File: config.mk
export PLATFORM = sky130hd
export DESIGN_NAME = sphere_grid_cell_connectivity
export DESIGN_NICKNAME = d
export VERILOG_FILES = /design/src/design/sgcc_pkg.sv /design/src/design/sgcc_mod_stage.sv /design/src/design/sphere_grid_cell_connectivity.sv
export SDC_FILE = /design/constraint.sdc
export NUM_CORES = 1
export LEC_CHECK = 0
export BUFFER_PORTS_ARGS = -buffer_cell sky130_fd_sc_hd__buf_2
export CAP_MARGIN = 20
export CORE_ASPECT_RATIO = 1.75
export CORE_MARGIN = 3
export CORE_UTILIZATION = 58
export DETAILED_ROUTE_END_ITERATION = 8
export GPL_TIMING_DRIVEN = 0
export PLACE_DENSITY = 0.76
export SYNTH_ARGS = -nofsm -noshare
export SYNTH_HDL_FRONTEND = slang
export SYNTH_HIERARCHICAL = 1
export SYNTH_SLANG_ARGS = --single-unit
export TNS_END_PERCENT = 100
File: constraint.sdc
create_clock -name clk -period 5.8 [get_ports clk]
set_clock_uncertainty 0.1 [all_clocks]
set_input_delay 0.87 -clock clk [delete_from_list [all_inputs] [get_ports clk]]
set_output_delay 0.87 -clock clk [all_outputs]
set_load 0.1 [all_outputs]
File: src/design/sgcc_pkg.sv
// Shared types and constants for the sphere grid cell connectivity block.
// No dependencies.
`timescale 1ns / 1ps
package sgcc_pkg;

  localparam int CELL_W   = 14;
  localparam int VERT_W   = 14;
  localparam int OFF_W    = 16;
  localparam int ORDER_W  = 6;
  localparam int RING_W   = 8;
  localparam int QUOT_W   = 6;

  localparam logic REG_ORDER = 1'b0;

  typedef struct packed {
    logic [CELL_W-1:0]  cnum;
    logic [CELL_W-1:0]  rem;
    logic [RING_W-1:0]  ring;
    logic [CELL_W-1:0]  base;
  } sgcc_item_t;

endpackage

File: src/design/sgcc_mod_stage.sv
// One pipeline stage of the remainder-by-ring-size unit: conditional subtract
// of the shifted ring size. Depends on sgcc_pkg.
`timescale 1ns / 1ps
module sgcc_mod_stage #(
  parameter int SHIFT = 0
) (
  input  logic                clk,
  input  logic                rst_n,
  input  logic                up_valid,
  output logic                up_ready,
  input  sgcc_pkg::sgcc_item_t up_item,
  output logic                dn_valid,
  input  logic                dn_ready,
  output sgcc_pkg::sgcc_item_t dn_item
);

  localparam int CW = sgcc_pkg::CELL_W;
  localparam int TW = CW + 1;

  logic                 valid_r;
  sgcc_pkg::sgcc_item_t item_r;
  sgcc_pkg::sgcc_item_t item_nxt;
  logic [TW-1:0]        trial;

  assign up_ready = !valid_r || dn_ready;
  assign trial    = TW'(up_item.ring) << SHIFT;

  always_comb begin
    item_nxt = up_item;
    if (TW'(up_item.rem) >= trial) begin
      item_nxt.rem = CW'(TW'(up_item.rem) - trial);
    end
  end

  always_ff @(posedge clk) begin
    if (!rst_n) begin
      valid_r <= 1'b0;
    end else if (up_ready) begin
      valid_r <= up_valid;
    end
  end

  always_ff @(posedge clk) begin
    if (up_ready && up_valid) begin
      item_r <= item_nxt;
    end
  end

  assign dn_valid = valid_r;
  assign dn_item  = item_r;

endmodule

File: src/design/sphere_grid_cell_connectivity.sv
// Pipeline: 8 register stages (setup, six remainder stages, output). Throughput:
// one item per cycle while out_stall is low; each stage holds its item under
// stall and fills bubbles ahead of it. Reset: synchronous active-low rst_n
// clears all valid bits and sets the order register to 0. Depends on sgcc_pkg
// and sgcc_mod_stage.
`timescale 1ns / 1ps
module sphere_grid_cell_connectivity #(
  parameter int MAX_ORDER = 63
) (
  input  logic        clk,
  input  logic        rst_n,
  input  logic        psel,
  input  logic        penable,
  input  logic        pwrite,
  input  logic [2:0]  paddr,
  input  logic [31:0] pwdata,
  output logic [31:0] prdata,
  output logic        pready,
  input  logic        in_valid,
  output logic        in_stall,
  input  logic [13:0] in_cell_number,
  output logic        out_valid,
  input  logic        out_stall,
  output logic [13:0] out_vertex_first,
  output logic [13:0] out_vertex_second,
  output logic [13:0] out_vertex_third,
  output logic [13:0] out_vertex_fourth,
  output logic        out_is_quad,
  output logic [15:0] out_end_offset,
  output logic        out_out_of_range
);

  localparam int CW  = sgcc_pkg::CELL_W;
  localparam int OW  = sgcc_pkg::ORDER_W;
  localparam int RW  = sgcc_pkg::RING_W;
  localparam int NQ  = sgcc_pkg::QUOT_W;
  localparam int SAT = (MAX_ORDER < 63) ? MAX_ORDER : 63;
  localparam int EW  = sgcc_pkg::OFF_W + 1;

  // configuration
  logic [OW-1:0] order_r;

  assign pready = 1'b1;

  always_ff @(posedge clk) begin
    if (!rst_n) begin
      order_r <= '0;
    end else if (psel && penable && pwrite && (paddr[2] == sgcc_pkg::REG_ORDER)) begin
      order_r <= pwdata[OW-1:0];
    end
  end

  always_comb begin
    prdata = '0;
    if (paddr[2] == sgcc_pkg::REG_ORDER) begin
      prdata = 32'(order_r);
    end
  end

  // setup stage
  logic [OW-1:0]        p_eff;
  logic [RW-1:0]        ring;
  sgcc_pkg::sgcc_item_t s0_nxt;
  sgcc_pkg::sgcc_item_t s0_r;
  logic                 s0_valid_r;
  logic                 s0_ready;

  logic                 vld [NQ+1];
  logic                 rdy [NQ+1];
  sgcc_pkg::sgcc_item_t itm [NQ+1];

  assign p_eff = (order_r > OW'(SAT)) ? OW'(SAT) : order_r;
  assign ring  = RW'({p_eff, 1'b0}) + RW'(2);

  always_comb begin
    s0_nxt.cnum = in_cell_number;
    s0_nxt.rem  = in_cell_number;
    s0_nxt.ring = ring;
    s0_nxt.base = CW'(ring) * (CW'(p_eff) + CW'(1));
  end

  assign s0_ready = !s0_valid_r || rdy[0];
  assign in_stall = !s0_ready;

  always_ff @(posedge clk) begin
    if (!rst_n) begin
      s0_valid_r <= 1'b0;
    end else if (s0_ready) begin
      s0_valid_r <= in_valid;
    end
  end

  always_ff @(posedge clk) begin
    if (s0_ready && in_valid) begin
      s0_r <= s0_nxt;
    end
  end

  assign vld[0] = s0_valid_r;
  assign itm[0] = s0_r;

  // remainder pipeline, quotient bits high to low
  for (genvar g = 0; g < NQ; g++) begin : g_mod
    sgcc_mod_stage #(
      .SHIFT(NQ - 1 - g)
    ) u_stage (
      .clk     (clk),
      .rst_n   (rst_n),
      .up_valid(vld[g]),
      .up_ready(rdy[g]),
      .up_item (itm[g]),
      .dn_valid(vld[g+1]),
      .dn_ready(rdy[g+1]),
      .dn_item (itm[g+1])
    );
  end

  // output stage
  sgcc_pkg::sgcc_item_t fin;
  logic                 out_valid_r;
  logic                 out_ready;
  logic [CW:0]          c1, r1, b1;
  logic [CW-1:0]        v0_nxt, v1_nxt, v2_nxt, v3_nxt;
  logic                 quad_nxt, oor_nxt;
  logic [EW-1:0]        off_nxt;
  logic [CW-1:0]        v0_r, v1_r, v2_r, v3_r;
  logic                 quad_r, oor_r;
  logic [sgcc_pkg::OFF_W-1:0] off_r;

  assign fin       = itm[NQ];
  assign out_ready = !out_valid_r || !out_stall;
  assign rdy[NQ]   = out_ready;
  assign c1        = (CW+1)'(fin.cnum);
  assign r1        = (CW+1)'(fin.ring);
  assign b1        = (CW+1)'(fin.base);

  always_comb begin
    v0_nxt   = '0;
    v1_nxt   = '0;
    v2_nxt   = '0;
    v3_nxt   = '0;
    quad_nxt = 1'b0;
    oor_nxt  = 1'b0;
    off_nxt  = '0;
    if (c1 >= b1 + r1) begin
      oor_nxt = 1'b1;
    end else if (c1 < r1) begin
      // north cap
      if (c1 < r1 - 1'b1) begin
        v1_nxt = CW'(c1 + 1'b1);
        v2_nxt = CW'(c1 + 2'd2);
      end else begin
        v1_nxt = CW'(r1);
        v2_nxt = CW'(1);
      end
      off_nxt = EW'(3 * (EW'(c1) + 1'b1));
    end else if (c1 < b1) begin
      // band quads; wrap on the last cell of a ring
      quad_nxt = 1'b1;
      v0_nxt   = CW'(c1 + 1'b1);
      v3_nxt   = CW'(c1 + 1'b1 - r1);
      if (fin.rem == CW'(r1 - 1'b1)) begin
        v1_nxt = CW'(c1 + 2'd2 - r1);
        v2_nxt = CW'(c1 + 2'd2 - r1 - r1);
      end else begin
        v1_nxt = CW'(c1 + 2'd2);
        v2_nxt = CW'(c1 + 2'd2 - r1);
      end
      off_nxt = EW'({EW'(c1), 2'b00}) + EW'(4) - EW'(r1);
    end else begin
      // south cap, wrap triangle first
      v0_nxt = CW'(b1 + 1'b1);
      if (c1 == b1) begin
        v1_nxt = CW'(b1);
        v2_nxt = CW'(b1 + 1'b1 - r1);
      end else begin
        v1_nxt = CW'(b1 + b1 + 1'b1 - c1);
        v2_nxt = CW'(b1 + b1 - c1);
      end
      off_nxt = EW'(b1) - EW'(r1) + EW'(3 * EW'(c1)) + EW'(3);
    end
  end

  always_ff @(posedge clk) begin
    if (!rst_n) begin
      out_valid_r <= 1'b0;
    end else if (out_ready) begin
      out_valid_r <= vld[NQ];
    end
  end

  always_ff @(posedge clk) begin
    if (out_ready && vld[NQ]) begin
      v0_r   <= v0_nxt;
      v1_r   <= v1_nxt;
      v2_r   <= v2_nxt;
      v3_r   <= v3_nxt;
      quad_r <= quad_nxt;
      oor_r  <= oor_nxt;
      off_r  <= off_nxt[sgcc_pkg::OFF_W-1:0];
    end
  end

  assign out_valid         = out_valid_r;
  assign out_vertex_first  = v0_r;
  assign out_vertex_second = v1_r;
  assign out_vertex_third  = v2_r;
  assign out_vertex_fourth = v3_r;
  assign out_is_quad       = quad_r;
  assign out_end_offset    = off_r;
  assign out_out_of_range  = oor_r;

endmodule

# After elaboration in Yosys (flattened, before gate mapping)
# Index checks and enable logic that the tools add are counted.
# Widths: inputs -> output; s select.
totals:
  reg_bits: 424
  latchBits: 0
  mem_bits_rw: 0
  romBits: 0
  inputBits: 56
  output_inout_bits: 109
  elab_cells: 142
  n_memories: 0
op_classes:
  add_sub_neg: 27
  mul: 3
  div: 0
  n_lt_le_gt_ge: 11
  n_eq_ne: 2
  n_shift: 0
  mux: 23
  n_bitwise: 2
  n_reduce_logical: 31
op_table:
  columns: ["op", "count"]
  rows:
  - ["$mux 14", 17]
  - ["$sub 14x8->14", 5]
  - ["$add 14x1->14 const B", 3]
  - ["$mux 16", 2]
  - ["$eq 14x14->1", 2]
  - ["$sub 14x14->14", 2]
  - ["$add 16x16->16", 1]
  - ["$add 16x2->16 const B", 1]
  - ["$add 16x3->16 const B", 1]
  - ["$mul 2x14->16 const A", 1]
  - ["$mul 2x15->16 const A", 1]
  - ["$sub 16x8->16", 1]
  - ["$add 14x1->15 const B", 1]
  - ["$add 14x8->15", 1]
  - ["$ge 14x15->1", 1]
  - ["$lt 14x15->1", 1]
  - ["$sub 14x8->15", 1]
  - ["$add 14x14->14", 1]
  - ["$add 14x2->14 const B", 1]
  - ["$ge 14x10->1", 1]
  - ["$ge 14x11->1", 1]
  - ["$ge 14x12->1", 1]
  - ["$ge 14x13->1", 1]
  - ["$ge 14x8->1", 1]
  - ["other kinds (21)", 50]

# Logic depth before layout (Yosys ltp)
logic_depth:
  depth_word: 10
  mapped_depth: 23

# Modules after synthesis
# Netlist, hierarchy kept.
modules_own_cells:
  columns: ["mod", "n_inst", "cells_each", "area_each_um2"]
  rows:
  - ["sphere_grid_cell_connectivity", 1, 1771, 15331.0]
  - ["sgcc_mod_stage (g_mod[5].u_stage)", 1, 145, 2275.9]
  - ["sgcc_mod_stage (g_mod[4].u_stage)", 1, 143, 2213.4]
  - ["sgcc_mod_stage (g_mod[3].u_stage)", 1, 140, 2185.8]
  - ["sgcc_mod_stage (g_mod[1].u_stage)", 1, 135, 2179.6]
  - ["sgcc_mod_stage (g_mod[2].u_stage)", 1, 134, 2172.1]
  - ["sgcc_mod_stage (g_mod[0].u_stage)", 1, 126, 2117.0]

# Worst setup path before layout
# OpenSTA, ideal clock, no wires.
synth_timing:
  kind: "reg-to-reg"
  from: "reg g_mod[5].u_stage.item_r (netlist bit g_mod[5].u_stage/dn_item[15])"
  to: "reg off_r (netlist bit out_end_offset[15]), data pin"
  arrival_time_ps: 4778
  required_ps: 5429
  path_slack_ps: 651
  path_stages_with_launch: 22
  synth_period_minus_slack_ps: 5149
  cell_sequence: "edfxtp_1 inv_1 fa_1 a21o_1 a21oi_1 o21ai_0 a21oi_1 o21bai_1 a21o_1 or3_1 xnor2_1 fa_1 ha_1 ha_1 nand2_1 o21ai_0 a21o_1 a31oi_1 o21ai_0 xnor2_1 mux2i_1 o22ai_1"
synth_via:
  elab_chain_len: 5
synth_lines:
  columns: ["item", "line", "source"]
  rows:
  - ["start, declared", "sgcc_mod_stage.sv:21", "sgcc_pkg::sgcc_item_t item_r;"]
  - ["start signal, assigned", "sgcc_mod_stage.sv:45", "item_r <= item_nxt;"]
  - ["$sub 14x8->15", "sphere_grid_cell_connectivity.sv:180", "off_nxt = EW'(b1) - EW'(r1) + EW'(3 * EW'(c1)) + EW'(3);"]
  - ["$add 16x16->16", "sphere_grid_cell_connectivity.sv:180", null]
  - ["$add 16x2->16", "sphere_grid_cell_connectivity.sv:180", null]
  - ["$mux 16", "sphere_grid_cell_connectivity.sv:157", "end else if (c1 < b1) begin"]
  - ["$mux 16", "sphere_grid_cell_connectivity.sv:147", "end else if (c1 < r1) begin"]
  - ["end signal, assigned", "sphere_grid_cell_connectivity.sv:200", "off_r <= off_nxt[sgcc_pkg::OFF_W-1:0];"]
  - ["end, declared", "sphere_grid_cell_connectivity.sv:128", "logic [sgcc_pkg::OFF_W-1:0] off_r;"]
# Parallel ways exist; a longest one is shown, timed or not.
# A chain may end at the register's enable or synchronous reset.

# Worst setup path after layout
# Same ends and word-level chain as after synthesis.

==> results.txt <==
----------------------------------------------------
[Critical path]
  Crit path arrival time ... approximately 5.9 ns
  Type of the setup path with the least slack ... flip-flop to flip-flop
  CP Capture Type ... flip-flop
  Category of the worst setup path launch point ... flip-flop
  Largest fanout on the critical path ... 3
  Critical Path RT ... just over 6 ns

[Synth]
  Count of cell types in the netlist ... 107
  Cell accounting for the most synthesized area ... sky130_fd_sc_hd__edfxtp_1
  Fraction of synthesis flops using an asynchronous set or reset pin ... 0%
  Post-synthesis register bit count ... 420
  Per-instance average area after synthesis ... 11.0 µm²
  Cells after synthesis ... about 2600
  Syn Std Cell Area ... about 28000 µm²
  Number of enable flip-flop cells after synthesis ... between 400 and 500
  Post-synthesis sequential area ratio ... between 40% and 50%
  Synth Warn # ... 6
  Main flop type after synthesis ... sky130_fd_sc_hd__edfxtp_1
  Top post-synthesis cells by area ... sky130_fd_sc_hd__edfxtp_1 (43%), sky130_fd_sc_hd__ha_1 (12%), sky130_fd_sc_hd__xnor2_1 (5.1%)
  Fraction of synthesized cell area taken by the top area cell type ... 42.8%

[Drt]
  Average vias per placed instance ... ~6.1
  Met2 WL ... between 40000 and 50000 µm
  Initial DRT Pass Iterations ... 5
  Aggregate routed wire length ... 85500 µm
  Number of nets still failing antenna checks after routing ... 0
  Highest routed layer ... met4
  Routed vias ... approximately 21000
  Routed length on met3 ... between 3000 and 4000 µm
  Number of DRC violations after detailed-routing iteration 0 ... 1180
  DRC violation count after routing ... 0
  Wire length on met1 ... ~27000 µm
  Average wire length per cell after detail routing ... about 24 µm

[Finish]
  Non-filler instance count after layout ... ~3500
  Net total in the final layout ... ~3200
  Summed area of non-filler cells in the final layout ... 31700 µm²
  Area of the multi-input gates ... 14900 µm²
  Reg area ... approximately 12000 µm²
  Layout area overhead ... 11.3%
  Fraction of final layout cells sized beyond drive strength 1 ... approximately an eighth
  Finished Core Util ... 65.8%
  Fill count ... roughly 3700

[Floorplan]
  Area of the core ... just under 50000 µm²
  Die footprint ... slightly above 50000 µm²
  Width of the die ... 173 µm
  Starting density of the core ... 59.1%
  Die Ht ... 299 µm
  IO Count ... 165
  Number of rows in the core area ... between 100 and 150

[CTS]
  Max H-tree Level ... 2
  Post-cts hold buffer count ... 0
  Clock Path Buffers ... 3
  Number of buffers inserted during clock tree synthesis ... 37
  Sinks on the clock net ... 420
  Clock tree from TritonCTS ... yes
  CTS clk-pin slew, worst paths ... 0.06 ns
  Worst-skew pair later-pin latency ... roughly 0.53 ns
  CTS root buf ... sky130_fd_sc_hd__clkbuf_16

[Power and ir drop]
  Static leakage ... around 13 nW
  Max IR drop VDD ... ~0.26 mV
  PD cells ... 198 nW/µm²

[Timing]
  Ratio of final minimum period to clock period ... a little over nine tenths
  Number of pins exceeding their max-slew limit in the final report ... 0
  Worst slew slack as a fraction of its limit ... between 20% and 30%
  Transition time of the tightest slew-check pin ... between 1 and 1.5 ns
  Highest clock frequency the design can meet ... 0.178 GHz
  Worst Hold Margin ... 0.303 ns
  Final setup fails ... 0
  Fin crit period ... around 5.6 ns
  Final hold vios ... 0
  Final-layout setup total negative slack ... 0 ns
  Unrepaired setup endpoints after global routing ... false

[Hold path]
  Hold WC Path Type ... flip-flop to flip-flop

[Status]
  Run status ... complete, no violations

[Global route]
  Largest net degree at the start of global routing ... 74
  Via count of the first global-routing pass ... ~22000
  Aggregate global-route resource usage ... 32.5%
  Residual overflow from global routing ... 0
  Initial antenna violation count ... 0
  Global-route wire length before repair ... between 100000 and 150000 µm

[Placed design]
  Placer congestion estimate ... 1.02
  HPWL after detailed placement ... 66700 µm
  Total of buffers placed on input and output ports ... around 110
  Standard cell area after detailed placement ... between 30000 and 40000 µm²
  Total instance count after detailed placement ... approximately 3400

[Flow run]
  Number of maximum-capacitance constraint violations ... 0

----------------------------------------------------
==> routing by layer <==
metal | vias up | track usage (%)
met4 | 0 | 29.2
met3 | 350 | 4.36
met5 | - | 0
met1 | 10300 | 29.3
li1 | 9879 | -
met2 | 751 | 61.7
==> registers in the layout, indices dropped and copies added, names as in the netlist <==
name	cells
g_mod.u_stage/dn_item	300
g_mod.u_stage/dn_valid	6
itm	32
order_r	6
out_end_offset	16
out_is_quad	1
out_out_of_range	1
out_valid	1
out_vertex_first	14
out_vertex_fourth	14
out_vertex_second	14
out_vertex_third	14
s0_valid_r	1
==> synth_stat cells, types with 11 or more instances <==
| cell | instances |
|---|---|
| sky130_fd_sc_hd__or3_1 | 12 |
| sky130_fd_sc_hd__nand3_1 | 56 |
| sky130_fd_sc_hd__nor3b_1 | 11 |
| sky130_fd_sc_hd__mux2_4 | 29 |
| sky130_fd_sc_hd__o21ai_0 | 82 |
| sky130_fd_sc_hd__a211oi_1 | 46 |
| sky130_fd_sc_hd__a21oi_1 | 150 |
| sky130_fd_sc_hd__xnor2_1 | 166 |
| sky130_fd_sc_hd__ha_1 | 277 |
| sky130_fd_sc_hd__and2_1 | 20 |
| sky130_fd_sc_hd__nor2b_1 | 47 |
| sky130_fd_sc_hd__nor3_1 | 63 |
| sky130_fd_sc_hd__nand2_1 | 142 |
| sky130_fd_sc_hd__fa_1 | 51 |
| sky130_fd_sc_hd__mux2i_1 | 31 |
| sky130_fd_sc_hd__nor2_1 | 166 |
| sky130_fd_sc_hd__a31oi_1 | 22 |
| sky130_fd_sc_hd__xor2_1 | 49 |
| sky130_fd_sc_hd__inv_1 | 222 |
| sky130_fd_sc_hd__o22ai_1 | 13 |
| sky130_fd_sc_hd__a21o_1 | 39 |
| sky130_fd_sc_hd__buf_4 | 31 |
| sky130_fd_sc_hd__o211ai_1 | 39 |
| sky130_fd_sc_hd__clkbuf_1 | 42 |
| sky130_fd_sc_hd__nand4_1 | 27 |
| sky130_fd_sc_hd__o31a_1 | 11 |
| sky130_fd_sc_hd__o221ai_1 | 11 |
| sky130_fd_sc_hd__nor4_1 | 18 |
| sky130_fd_sc_hd__edfxtp_1 | 406 |
| sky130_fd_sc_hd__a21boi_0 | 12 |
| sky130_fd_sc_hd__o21a_1 | 38 |
| sky130_fd_sc_hd__dfxtp_1 | 14 |
| sky130_fd_sc_hd__nand2b_1 | 41 |
==> timing repair <==
item                                    in CTS  in global routing
pin swaps                                    2                  5
endpoints found under the setup margin      60                 22
resized for setup                           15                 21
buffers inserted                            19                 18
==> layout make-up <==
cell class	instances	area share (%)
multi-input combinational	1896	47.0
sequential	420	39.4
timing repair buffer	156	3.17
clock buffer	47	3.13
inverter	223	2.74
tap	648	2.56
buffer	85	1.60
clock inverter	17	0.486
antenna	1	0.00790
==> final timing paths <==
kind                                                   start                           end  slack (ns)  cells past startpoint
worst min register to register  g_mod[2].u_stage/dn_item[43]  g_mod[3].u_stage/dn_item[43]        0.30                      0
worst max register to register  g_mod[5].u_stage/dn_item[15]            out_end_offset[15]        0.18                     21
worst max-delay path            g_mod[5].u_stage/dn_item[15]            out_end_offset[15]        0.18                     21
worst min-delay path            g_mod[2].u_stage/dn_item[43]  g_mod[3].u_stage/dn_item[43]        0.30                      0
==> cell usage in the layout, fill, tap and decap left out, drive strengths merged, types with 40 or more instances in the layout <==
master / n
a21oi: 155
nand3: 59
nor3: 64
edfxtp: 406
nand2: 144
a211oi: 49
nor2b: 47
clkbuf: 89
buf: 199
nand2b: 42
xnor2: 166
xor2: 49
o21a: 40
inv: 218
nor2: 170
o21ai: 87
fa: 51
ha: 277
==> critical path: stages (launching register included) <==
cell	delay, ns
sky130_fd_sc_hd__edfxtp_1	0.46
sky130_fd_sc_hd__clkinvlp_4	0.29
sky130_fd_sc_hd__ha_1	0.35
sky130_fd_sc_hd__nor2b_1	0.14
sky130_fd_sc_hd__o21ai_1	0.21
sky130_fd_sc_hd__a21oi_1	0.13
sky130_fd_sc_hd__o21ai_1	0.19
sky130_fd_sc_hd__a21oi_1	0.13
sky130_fd_sc_hd__o21a_1	0.20
sky130_fd_sc_hd__or4_1	0.41
sky130_fd_sc_hd__o211ai_1	0.16
sky130_fd_sc_hd__fa_1	0.48
sky130_fd_sc_hd__ha_1	0.32
sky130_fd_sc_hd__ha_1	0.35
sky130_fd_sc_hd__a21oi_2	0.18
sky130_fd_sc_hd__o21ai_1	0.10
sky130_fd_sc_hd__a21o_1	0.21
sky130_fd_sc_hd__a31oi_2	0.18
sky130_fd_sc_hd__o21ai_0	0.14
sky130_fd_sc_hd__xnor2_1	0.37
sky130_fd_sc_hd__mux2i_1	0.18
sky130_fd_sc_hd__o22ai_1	0.15
==> cells by family after synthesis <==
kind of cell	synth area share (%)
and+or+nand+nor	12.6
AOI/OAI and AO/OA	13.5
buffers and inverters	4.72
DFF	43.8
muxes	2.94
other	0.0264
adders and majority gates	15.8
xor gates and xnor gates	6.69
==> report_power, final <==
part / internal [W] / total (W) / leakage, nW / switching [W]
Clock: 0.00131 / 0.00238 / 0.560 / 0.00107
Combinational: 0.000188 / 0.000485 / 8.24 / 0.000297
Sequential: 0.00337 / 0.00340 / 3.83 / 0.0000360
Total: 0.00487 / 0.00626 / 12.6 / 0.00140
==> through the flow <==
stage	worst slack (ns)	power (W)
final	0.175	0.00626
after global routing	0.0282	0.00646
after CTS	0.00191	0.00632
after detailed placement	-0.738	0.00395
after global placement	-1.21	0.00393
after floorplan	0.651	0.00384
Note: power is estimated with default switching activity, not from simulation.
